===== src/rtl/rmq_pkg.sv =====
// Shared types and constants for the rotation matrix to quaternion pipeline.
// No dependencies.
package rmq_pkg;

    // Selected decomposition case
    typedef enum logic [1:0] {
        CASE_TRACE = 2'd0,
        CASE_X     = 2'd1,
        CASE_Y     = 2'd2,
        CASE_Z     = 2'd3
    } case_t;

    localparam int FIELD_W = 16;                     // matrix element / component width
    localparam int MAG_W   = 17;                     // |numerator| width
    localparam int QB      = 16;                     // quotient bits before saturation
    localparam int SSW     = 2 + 1 + 3 + 3 * MAG_W;  // side payload through root cells
    localparam int DSW     = 2 + 1 + 3 + FIELD_W;    // side payload through divide cells

    localparam logic [FIELD_W-1:0] SAT_POS = 16'h7FFF;
    localparam logic [FIELD_W-1:0] SAT_NEG = 16'h8000;

endpackage


===== src/rtl/rmq_div_cell.sv =====
// One stage of the three-lane restoring divider: one quotient bit per lane.
// Depends on rmq_pkg.
module rmq_div_cell #(
    parameter int DVW = 17,
    parameter int PRW = 18
) (
    input  logic                         aclk,
    input  logic                         aresetn,
    input  logic                         en,
    input  logic                         valid_i,
    input  logic [DVW-1:0]               d_i,
    input  logic [PRW-1:0]               pr_i  [3],
    input  logic [rmq_pkg::QB-1:0]       nl_i  [3],
    input  logic [rmq_pkg::QB-1:0]       q_i   [3],
    input  logic [2:0]                   ovf_i,
    input  logic [rmq_pkg::DSW-1:0]      side_i,
    output logic                         valid_o,
    output logic [DVW-1:0]               d_o,
    output logic [PRW-1:0]               pr_o  [3],
    output logic [rmq_pkg::QB-1:0]       nl_o  [3],
    output logic [rmq_pkg::QB-1:0]       q_o   [3],
    output logic [2:0]                   ovf_o,
    output logic [rmq_pkg::DSW-1:0]      side_o
);

    logic                    valid_reg;
    logic [DVW-1:0]          d_reg;
    logic [PRW-1:0]          pr_reg [3];
    logic [PRW-1:0]          pr_next [3];
    logic [rmq_pkg::QB-1:0]  nl_reg [3];
    logic [rmq_pkg::QB-1:0]  q_reg [3];
    logic [rmq_pkg::QB-1:0]  q_next [3];
    logic [2:0]              ovf_reg;
    logic [rmq_pkg::DSW-1:0] side_reg;

    always_comb begin
        logic [PRW-1:0] p2;
        logic           ge;
        for (int l = 0; l < 3; l++) begin
            p2         = {pr_i[l][PRW-2:0], nl_i[l][rmq_pkg::QB-1]};
            ge         = p2 >= PRW'(d_i);
            pr_next[l] = ge ? (p2 - PRW'(d_i)) : p2;
            q_next[l]  = {q_i[l][rmq_pkg::QB-2:0], ge};
        end
    end

    always_ff @(posedge aclk) begin
        if (!aresetn) begin
            valid_reg <= 1'b0;
        end else if (en) begin
            valid_reg <= valid_i;
        end
    end

    always_ff @(posedge aclk) begin
        if (en) begin
            d_reg    <= d_i;
            ovf_reg  <= ovf_i;
            side_reg <= side_i;
            for (int l = 0; l < 3; l++) begin
                pr_reg[l] <= pr_next[l];
                q_reg[l]  <= q_next[l];
                nl_reg[l] <= {nl_i[l][rmq_pkg::QB-2:0], 1'b0};
            end
        end
    end

    assign valid_o = valid_reg;
    assign d_o     = d_reg;
    assign pr_o    = pr_reg;
    assign nl_o    = nl_reg;
    assign q_o     = q_reg;
    assign ovf_o   = ovf_reg;
    assign side_o  = side_reg;

endmodule


===== config.mk =====
export PLATFORM = sky130hd
export DESIGN_NAME = rmq_div_cell
export DESIGN_NICKNAME = d
export VERILOG_FILES = /design/src/rtl/rmq_pkg.sv /design/src/rtl/rmq_div_cell.sv
export SDC_FILE = /design/constraint.sdc
export NUM_CORES = 1
export LEC_CHECK = 0
export BUFFER_PORTS_ARGS = -buffer_cell sky130_fd_sc_hd__buf_2
export CORE_AREA = 2 2 149 151
export DETAILED_ROUTE_END_ITERATION = 10
export DIE_AREA = 0 0 151 153
export GPL_ROUTABILITY_DRIVEN = 0
export GPL_TIMING_DRIVEN = 0
export MAX_ROUTING_LAYER = met4
export PLACE_DENSITY = 0.81
export RECOVER_POWER = 25
export SETUP_SLACK_MARGIN = 0.3
export SLEW_MARGIN = 20
export SYNTH_ARGS = -nofsm -noshare
export SYNTH_HDL_FRONTEND = slang
export SYNTH_SLANG_ARGS = --single-unit

===== constraint.sdc =====
create_clock -name aclk -period 5.4 [get_ports aclk]
set_clock_uncertainty 0.1 [all_clocks]
set_input_delay 0 -clock aclk [delete_from_list [all_inputs] [get_ports aclk]]
set_output_delay 0 -clock aclk [all_outputs]
set_load 0.03 [all_outputs]

==> results.yml <==
place:
  hpwl_mm: 20.40
  dpl.cell_count: 1323
  port_buffers: 379
sta:
  fin_hold_ws_ps: 183.7
  rsz0062_at_grt: "no"
  tightest_slew_ps: 667.6
  period_needed_ps: 3633
  drv_slew: 0
  hold_viol: 0
  setup_viol: 0
  fmax_mhz: 275.2
  slew_headroom_pct: 55.49
  post-route-period-util_pct: 67.28
  fin_setup_tns_ps: 0
routing:
  wirelength_mm: 30.12
  wl_per_cell_um: 19.48
  dr_total_vias: 7878
  firstDrtPassIters: 5
  drt_iter0_drc: 454
  ant_nets: 0
  viasPerCell: 5.096
  drcViolationCount: 0
floorplan:
  die_w_um: 151
  die-height_um: 153
  start_util_pct: 41.81
  die_area_mm2: 0.02310
  rows: 54
  core_region_area_mm2: 0.02149
  io_pins: 389
synth:
  yosysMostFrequentCell: "edfxtp_1"
  synth_commonest_cells: "edfxtp_1 (189), ha_1 (51), a21oi_1 (50)"
  yosysSeqAreaShare_pct: 63.40
  yosysWarnings: 0
  postSynthAreaPerCell_um2: 13.59
  syn_inst: 661
  ys_ff_latch: 190
  ys.flop_type: "edfxtp_1"
  synth_area_leaders: "edfxtp_1 (63%), ha_1 (7.1%), a21oi_1 (2.8%), xnor2_1 (2.5%), o21ai_0 (2.5%)"
  netlist_area_mm2: 0.008984
  yosysTopAreaCell: "edfxtp_1"
  synthArstFlopShare_pct: 0
  synth_cell_type_count: 64
  synth_edf_count: 189
  synth.top_cell.area_share_pct: 63.18
global_routing:
  overflow: 0
  grt_pass1_wl_mm: 43.92
  grt_max_degree: 105
  grt_pass1_vias: 8123
  antenna_found_initial: 2
  grt_usage_pct: 26.07
cells_and_area:
  fin_util_pct: 63.82
  finalNonFillerCells: 1546
  final_nets: 1501
  final_layout_size_suffix_gt1_share_pct: 32.54
  syn2layout_area_growth_pct: 52.63
clock_tree:
  h-tree-depth: 4
  clockBufferDepth: 2
  cts.sinks: 190
  clock_latency_ps: 420
  postCtsSetupBuffers: 0
  cts_root_buf: "clkbuf_16"
  clk_pin_slew_worst_paths_ps: 80
  numCtsBuffers: 17
  cts_tree: "done"
  cts-resized-gates: 0
critical_path:
  required_ps: 5420
  path_max_fanout: 10
  worst_setup_path_end_kind: "flop"
  rrSetupSlack_ps: 4110
  critPathKind: "input port to flop"
  worstPathArrival_ps: 3650
  worst_setup_path_start_kind: "input port"
power:
  power.density_mw_per_mm2: 311.1
  power.leakage_nw: 5.882
  power.total_mw: 4.265
  ir_worst_vdd_mv: 0.2153
  switching_share_pct: 32.69
  seqPwrFrac_pct: 43.4
  p_int_mw: 2.871
  clockPowerShare_pct: 29.2
  combPwrFrac_pct: 27.4
  p_sw_mw: 1.394
hold_path:
  hold_class: "input port to flop"
job:
  max_cap_viol_count: 0
run_status:
  status: "completed"
## power groups by stage
stage | Sequential (mW) | Clock [mW] | Combinational (mW)
final | 1.85 | 1.25 | 1.17
after global placement | 1.88 | 0 | 1.02
after detailed placement | 1.88 | 0 | 1.04
after floorplan | 2.19 | 0 | 0.373
after CTS | 1.84 | 1.27 | 1.16
after global routing | 1.86 | 1.33 | 1.25
## sequential cells by signal, summed over array words and instances, names as in the netlist
name,flops
pr_o,54
q_o,48
nl_o,45
side_o,22
d_o,17
ovf_o,3
valid_o,1
## cell type report
class                           count  area (µm²)
Fill cell                        1685        7774
Clock buffer                       17       425.4
Inverter                           34       127.6
Buffer                             16       85.08
Tap cell                          280       350.3
Timing Repair Buffer              569        3772
Sequential cell                   190        5695
Clock inverter                     14       165.2
Multi-Input combinational cell    423        3083
Antenna cell                        3       7.507
## worst max-delay path, cell delays in order
cell           delay (ps)
dlygate4sd3_1         530
clkbuf_1              300
ha_1                  220
inv_1                  50
fa_1                  430
a211oi_1              340
o21ai_0               230
a21oi_1               230
o21ai_0               140
a21oi_1               450
clkbuf_1              460
o21ai_0               280
## per-layer routing
| layer | vias up | share of wire (%) | GRT usage, % |
|---|---|---|---|
| met2 | 345 | 53 | 46.80 |
| met1 | 3794 | 37 | 27.51 |
| met4 | 0 | 3.2 | 10.01 |
| met3 | 59 | 7.5 | 6.060 |
| met5 | - | 0 | - |
| li1 | 3680 | - | - |
## what timing repair did
| action | CTS | global route |
|---|---|---|
| hold endpoints to repair | 203 | 0 |
| endpoints found under the setup margin | 0 | 0 |
| hold buffers | 189 | 0 |
## stage by stage
stage / setup slack (ps) / area [µm²]
after floorplan: 2812 / 8991
after global placement: 1732 / 11240
after detailed placement: 2149 / 11280
after CTS: 2038 / 13760
after global routing: 1576 / 13710
final: 1767 / 13710
## final timing paths
check | start | to | depth (start not counted)
setup / recovery | d_i[0] | pr_o[14] | 12
hold / removal | nl_i[32] | nl_o[33] | 2
setup reg to reg | valid_o | valid_o | 3
hold reg to reg | valid_o | valid_o | 3
## layout by cell type, fill, tap and decap left out, types with 26 or more instances in the layout
master / instances
nor2_1: 39
inv_1: 34
nand2_1: 46
a21oi_1: 50
clkbuf_1: 49
xnor2_1: 26
dlygate4sd3_1: 189
buf_2: 337
ha_1: 51
edfxtp_1: 189
o21ai_0: 45
## cells by family after synthesis
kind of cell,Yosys count,synth area share (%)
other cells,1,0.04174
flops,190,63.40
simple gates,137,7.103
compound gates,162,11.66
xor+xnor,39,3.802
mux,28,3.858
fa+ha+maj,54,7.772
buf+inv,50,2.368
No activity file was read; power rests on OpenSTA's default activity.
