### config.mk
export PLATFORM = sky130hd
export DESIGN_NAME = rmq_sqrt_cell
export DESIGN_NICKNAME = d
export VERILOG_FILES = /design/src/rtl/rmq_pkg.sv /design/src/rtl/rmq_sqrt_cell.sv
export SDC_FILE = /design/constraint.sdc
export NUM_CORES = 1
export LEC_CHECK = 0
export BUFFER_PORTS_ARGS = -buffer_cell sky130_fd_sc_hd__buf_2
export CELL_PAD_IN_SITES_DETAIL_PLACEMENT = 0
export CELL_PAD_IN_SITES_GLOBAL_PLACEMENT = 1
export CORE_ASPECT_RATIO = 0.9
export CORE_MARGIN = 1.5
export CORE_UTILIZATION = 36
export DETAILED_ROUTE_END_ITERATION = 8
export GPL_ROUTABILITY_DRIVEN = 1
export PLACE_DENSITY_LB_ADDON = 0.1
export SYNTH_ARGS = -nofsm -noshare
export SYNTH_HDL_FRONTEND = slang
export SYNTH_SLANG_ARGS = --single-unit
### constraint.sdc
create_clock -name aclk -period 3 [get_ports aclk]
set_input_delay 0.45 -clock aclk [delete_from_list [all_inputs] [get_ports aclk]]
set_output_delay 0.45 -clock aclk [all_outputs]
set_load 0.02 [all_outputs]
### src/rtl/rmq_pkg.sv
// Shared types and constants for the rotation matrix to quaternion pipeline.
// No dependencies.
package rmq_pkg;

    // Selected decomposition case
    typedef enum logic [1:0] {
        CASE_TRACE = 2'd0,
        CASE_X     = 2'd1,
        CASE_Y     = 2'd2,
        CASE_Z     = 2'd3
    } case_t;

    localparam int FIELD_W = 16;                     // matrix element / component width
    localparam int MAG_W   = 17;                     // |numerator| width
    localparam int QB      = 16;                     // quotient bits before saturation
    localparam int SSW     = 2 + 1 + 3 + 3 * MAG_W;  // side payload through root cells
    localparam int DSW     = 2 + 1 + 3 + FIELD_W;    // side payload through divide cells

    localparam logic [FIELD_W-1:0] SAT_POS = 16'h7FFF;
    localparam logic [FIELD_W-1:0] SAT_NEG = 16'h8000;

endpackage

### src/rtl/rmq_sqrt_cell.sv
// One stage of the pipelined integer square root: one root bit per cell.
// Depends on rmq_pkg.
module rmq_sqrt_cell #(
    parameter int NW = 32,
    parameter int TW = 16
) (
    input  logic                     aclk,
    input  logic                     aresetn,
    input  logic                     en,
    input  logic                     valid_i,
    input  logic [TW+2:0]            rem_i,
    input  logic [TW-1:0]            root_i,
    input  logic [NW-1:0]            n_i,
    input  logic [rmq_pkg::SSW-1:0]  side_i,
    output logic                     valid_o,
    output logic [TW+2:0]            rem_o,
    output logic [TW-1:0]            root_o,
    output logic [NW-1:0]            n_o,
    output logic [rmq_pkg::SSW-1:0]  side_o
);

    logic          valid_reg;
    logic [TW+2:0] rem_reg, rem_next, r2, trial;
    logic [TW-1:0] root_reg, root_next;
    logic [NW-1:0] n_reg;
    logic [rmq_pkg::SSW-1:0] side_reg;
    logic          ge;

    always_comb begin
        // bring down the next two radicand bits
        r2        = {rem_i[TW:0], n_i[NW-1:NW-2]};
        trial     = {1'b0, root_i, 2'b01};
        ge        = r2 >= trial;
        rem_next  = ge ? (r2 - trial) : r2;
        root_next = {root_i[TW-2:0], ge};
    end

    always_ff @(posedge aclk) begin
        if (!aresetn) begin
            valid_reg <= 1'b0;
        end else if (en) begin
            valid_reg <= valid_i;
        end
    end

    always_ff @(posedge aclk) begin
        if (en) begin
            rem_reg  <= rem_next;
            root_reg <= root_next;
            n_reg    <= {n_i[NW-3:0], 2'b00};
            side_reg <= side_i;
        end
    end

    assign valid_o = valid_reg;
    assign rem_o   = rem_reg;
    assign root_o  = root_reg;
    assign n_o     = n_reg;
    assign side_o  = side_reg;

endmodule

==> results of run 1 <==
flip-flops by register name (all words and copies together), names as in the netlist:
signal,count
side_o,57
n_o,30
rem_o,19
root_o,16
valid_o,1
area by class of cell:
type,instances,area (um^2),area share
clock buffer,17,425.4,0.06065
antenna,1,2.502,0.0003568
multi-input combinational,152,1205,0.1718
sequential,123,3684,0.5252
inverter,21,78.83,0.01124
tap,168,210.2,0.02997
timing repair buffer,252,1286,0.1834
clock inverter,14,122.6,0.01748
cells by family after synthesis:
logic type / Yosys count / share of synthesized area
compound gates: 53 / 0.07412
xor+xnor: 15 / 0.02620
fa+ha+maj: 18 / 0.04492
buf+inv: 27 / 0.02570
flops: 123 / 0.7347
mux: 19 / 0.04717
other cells: 1 / 0.0007480
simple gates: 45 / 0.04642
cells in the mapped netlist, drive strengths merged:
master,n,area share
nor3,7,0.0070
a2111o,1,0.0022
xnor2,8,0.014
ha,18,0.045
nand2b,2,0.0025
o21ai,12,0.013
a21o,2,0.0030
nand4,3,0.0037
a2111oi,1,0.0030
o221ai,2,0.0035
dfxtp,1,0.0040
xor2,7,0.012
nand3,4,0.0040
a21oi,16,0.017
buf,4,0.0080
edfxtp,122,0.73
nand2,12,0.0090
o31a,2,0.0037
nor2,11,0.0097
a211oi,5,0.0095
o41ai,1,0.0017
nor2b,2,0.0025
or2,2,0.0025
mux2,16,0.041
mux2i,3,0.0060
clkbuf,2,0.0020
a21bo,1,0.0020
conb,1,0.00075
o21a,5,0.0075
a21boi,1,0.0015
inv,21,0.016
nor4,2,0.0055
o211ai,4,0.0070
how the worst min path moves through the flow:
stage	start	to	slack, ns
after floorplan	n_i[8]	n_o[10]	0.55
after global routing	n_i[29]	n_o[31]	0.19
final	n_i[3]	n_o[5]	0.21
after CTS	side_i[36]	side_o[36]	0.19
after detailed placement	valid_o	valid_o	0.54
after global placement	valid_o	valid_o	0.50
metrics by stage:
| step | utilization | cells |
|---|---|---|
| finish | 0.5210 | 748 |
| global route | 0.5208 | 747 |
| CTS | 0.5208 | 747 |
| detailed placement | 0.4801 | 716 |
| global placement | 0.4801 | 716 |
| floorplan | - | 302 |
where the power goes:
part / switching [mW] / leakage (nW) / internal, mW
Combinational: 0.484 / 1.59 / 0.311
Sequential: 0.0343 / 1.20 / 2.07
Clock: 0.756 / 0.261 / 1.13
Total: 1.28 / 3.06 / 3.52
routing by layer:
layer / global-route usage / up-vias / wire, um
li1: - / 1680 / -
met1: 0.1912 / 1630 / 4939
met2: 0.2894 / 138 / 6279
met3: 0.07445 / 11 / 1192
met4: 0.05909 / 2 / 110
met5: 0 / - / 13
worst register-to-register path: stages, from the launching register on:
cell     delay (ns)
dfxtp_1        0.31
mux2i_1        0.12
nor2b_1        0.06
==> run metrics, run 1 <==
first-pass GRT wire length=18.47 mm; share of cells above drive strength 1=0.5320; register clock-pin slew on the reported worst setup and hold paths=0.06 ns; IO Pins=253; port bufs=248; Syn. warnings=0; Distinct cells, synth=45; minimum clock period=2.263 ns; Total Nets Final=713; outcome=finished, final reports clean; Avg Synthesized Cell Area=16.66 um^2; Fillers=1,224; minimum setup slack after placement=0.2945 ns; reg2reg end=valid_o; CP delay by family, top=compound AO/OA/AOI/OAI gates; DIE AREA=0.01464 mm^2; TritonRoute pass-1 iters=4; Chip Width=127.4 um; Tcrit/Tclk final=0.7543; largest net degree at the start of global routing=68; Hold Crit Depth=1; leading cell types in the layout, fill and taps excluded=247 x buf_2, 122 x edfxtp_1, 21 x inv_1; slowest CP cell=ha_1; r2r worst-path depth=2; Worst Path Buf+Inv=3; CP Cell Sequence=buf_2 -> inv_1 -> ha_1 -> a21oi_1 -> o221ai_1 -> a21oi_2 -> nor4_4 -> nor2_4 -> buf_4 -> mux2_2; Initial Util=0.3724; initial drt markers=169; vias in the first global route=3,492; CP Launch Point=root_i[6]; setup bufs post-CTS=0; final instance area=0.007014 mm^2; Max IR drop VDD=0.3409 mV; CTS tree=built; initial antenna violation count=2; Worst-Skew Late Latency=0.40 ns; post-synthesis instance total=301; RR Startpoint=valid_o; Slew Limit Fails=0; setup ws final=0.7372 ns; CTS H-tree lvls=4; Max stage delay on crit path=0.38 ns; Routed Antenna Nets=0; Seq/Total Area, Yosys=0.7347; Wirelength per Cell=16.76 um; worst hold path type=input port to register; Worst Setup End Kind=register; number of max-cap violations=0; WP depth=10; Cell Area, Synth=0.005014 mm^2; post-DP HPWL=9.541 mm; total CTS buffers=17; FP Rows=40; Residual DRC=0; via count=3,461; post-route setup TNS=0 ns; final hold vios=0; WP data arrival=2.42 ns; CP Capture Point=rem_o[3]; CP Class=input port to register; CTS Buffer Depth=2; die height=115.0 um; Worst R2R Setup Slack=2.40 ns; Cell Pwr Density=683.5 mW/mm^2; placed inst area=0.006464 mm^2; Max Clk Rate=441.9 MHz; global-route usage over all layers=0.1697; Placer Congestion=0.7357; commonest non-fill, non-tap cell in the layout=buf_2; Startpoint Class=input port; Vias/cell=4.627; CTS Sinks=123; Resized cells post-CTS=0; Pwr Total=4.794 mW; crit path max fanout=15; area growth from synthesis to layout=39.91%; Worst EP required=3.16 ns; Setup-failing EPs final=0; WL final=12.54 mm; RSZ-0062 raised after global routing=false; worst hold margin=0.2144 ns; # hold bufs at CTS=0; leakage power=3.056 nW; Clock Skew=0 ns; GR Overflow Total=0; Synth Register Bits=123; core area=0.01346 mm^2; Root Buffer=clkbuf_16
No activity file was read; power rests on OpenSTA's default activity.
==> run 2: changes to the inputs <==
- clock period: 3 -> 2.1 ns (I/O delays scaled with it)
==> run 2 against run 1 <==
  * Wire length up 1.1%
  * Clock power increased by 49%
  * Critical path depth unchanged
  * Total power is 49% higher
  * First-iteration DRC count increased by 19%
  * Final area increased by 8.6%
  * Core utilization is 4.5 points higher
  * Clock skew unchanged
  * Global-route usage up 0.31 points
  * Sequential power is 43% higher
  * Count of clock-buffer cells in the layout rose by 1
  * Non-clock buffer count is 43 higher
  * Critical endpoint is now rem_o[16]
==> run metrics, run 2 (same netlist as run 1, synthesis figures left out) <==
FP Rows=40; Clock Skew=0 ns; Initial Util=0.3724; first-pass GRT wire length=18.78 mm; share of cells above drive strength 1=0.6083; Tcrit/Tclk final=0.9294; CTS H-tree lvls=4; Residual DRC=0; leakage power=3.309 nW; CTS Sinks=123; setup bufs post-CTS=0; Wirelength per Cell=16.02 um; max reg flops=57; Placer Congestion=0.7426; # hold bufs at CTS=0; Worst EP required=2.26 ns; vias in the first global route=3,473; Total Nets Final=756; number of max-cap violations=0; Cell Pwr Density=938.3 mW/mm^2; leading cell types in the layout, fill and taps excluded=247 x buf_2, 122 x edfxtp_1, 44 x buf_4; initial drt markers=201; DIE AREA=0.01464 mm^2; core area=0.01346 mm^2; post-DP HPWL=9.864 mm; total CTS buffers=17; post-route insts no fill=791; final instance area=0.007619 mm^2; CP Class=input port to register; initial antenna violation count=0; register clock-pin slew on the reported worst setup and hold paths=0.06 ns; minimum clock period=1.952 ns; post-route setup TNS=0 ns; Slew Limit Fails=0; area growth from synthesis to layout=51.96%; commonest non-fill, non-tap cell in the layout=buf_2; Chip Width=127.4 um; RSZ-0062 raised after global routing=false; global-route usage over all layers=0.1728; Startpoint Class=input port; Placed Cells=759; n_diodes=0; GR Overflow Total=0; outcome=finished, final reports clean; die height=115.0 um; Max Clk Rate=512.4 MHz; Setup-failing EPs final=0; placed inst area=0.007010 mm^2; WL final=12.67 mm; largest net degree at the start of global routing=41; Worst-Skew Late Latency=0.41 ns; port bufs=248; Worst Setup End Kind=register; Resized cells post-CTS=0; TritonRoute pass-1 iters=4; worst hold path type=input port to register; WP data arrival=2.11 ns; via count=3,616; final hold vios=0; IO Pins=253; CTS tree=built; CTS Buffer Depth=2; final design utilization=0.5659; crit path max fanout=5; Max IR drop VDD=0.5209 mV; Root Buffer=clkbuf_16; Routed Antenna Nets=0; Vias/cell=4.571
-- run 2: area by class of cell --
class / count / area (um^2)
inverter: 21 / 103.9
fill: 1161 / 5844
clock inverter: 14 / 145.1
tap: 168 / 210.2
timing repair buffer: 295 / 1647
clock buffer: 18 / 429.2
multi-input combinational: 152 / 1400
sequential: 123 / 3684
-- run 2: worst paths after layout --
| path | slack, ns | depth (start not counted) | start | end |
|---|---|---|---|---|
| worst max-delay path | 0.15 | 10 | root_i[0] | rem_o[16] |
| worst min-delay path | 0.08 | 1 | side_i[26] | side_o[26] |
| worst max register to register | 1.52 | 2 | valid_o | valid_o |
| worst min register to register | 0.52 | 2 | valid_o | valid_o |
-- run 2: critical path: stages --
cell and delay [ns]:
buf_2 0.10, inv_1 0.08, ha_4 0.22, nor2b_2 0.16, o31a_2 0.32, o21ai_4 0.19, buf_4 0.13, o31a_1 0.22
a2111oi_2 0.10, mux2_4 0.28
-- run 2: where the power goes --
group / switching, mW / leakage, nW / internal [mW]
Sequential: 0.0466 / 1.20 / 2.96
Clock: 1.07 / 0.276 / 1.75
Combinational: 0.744 / 1.83 / 0.580
Total: 1.86 / 3.31 / 5.29
-- run 2: stage by stage --
step	total power, mW	hold slack, ns	worst slack, ns
2_1_floorplan	3.809	0.4139	-0.03232
3_3_place_gp	4.371	0.4921	-0.3123
3_5_place_dp	4.387	0.4934	-0.3502
4_1_cts	7.230	0.05477	0.09314
5_1_grt	7.443	0.05689	0.02863
6_report	7.149	0.07539	0.1483
-- run 2: routing by layer --
layer	global-route usage	routed length [um]	vias to the layer above
li1	-	-	1769
met1	0.2033	5141	1705
met2	0.2998	6481	128
met3	0.05258	892	14
met4	0.06591	159	0
met5	0	0	-
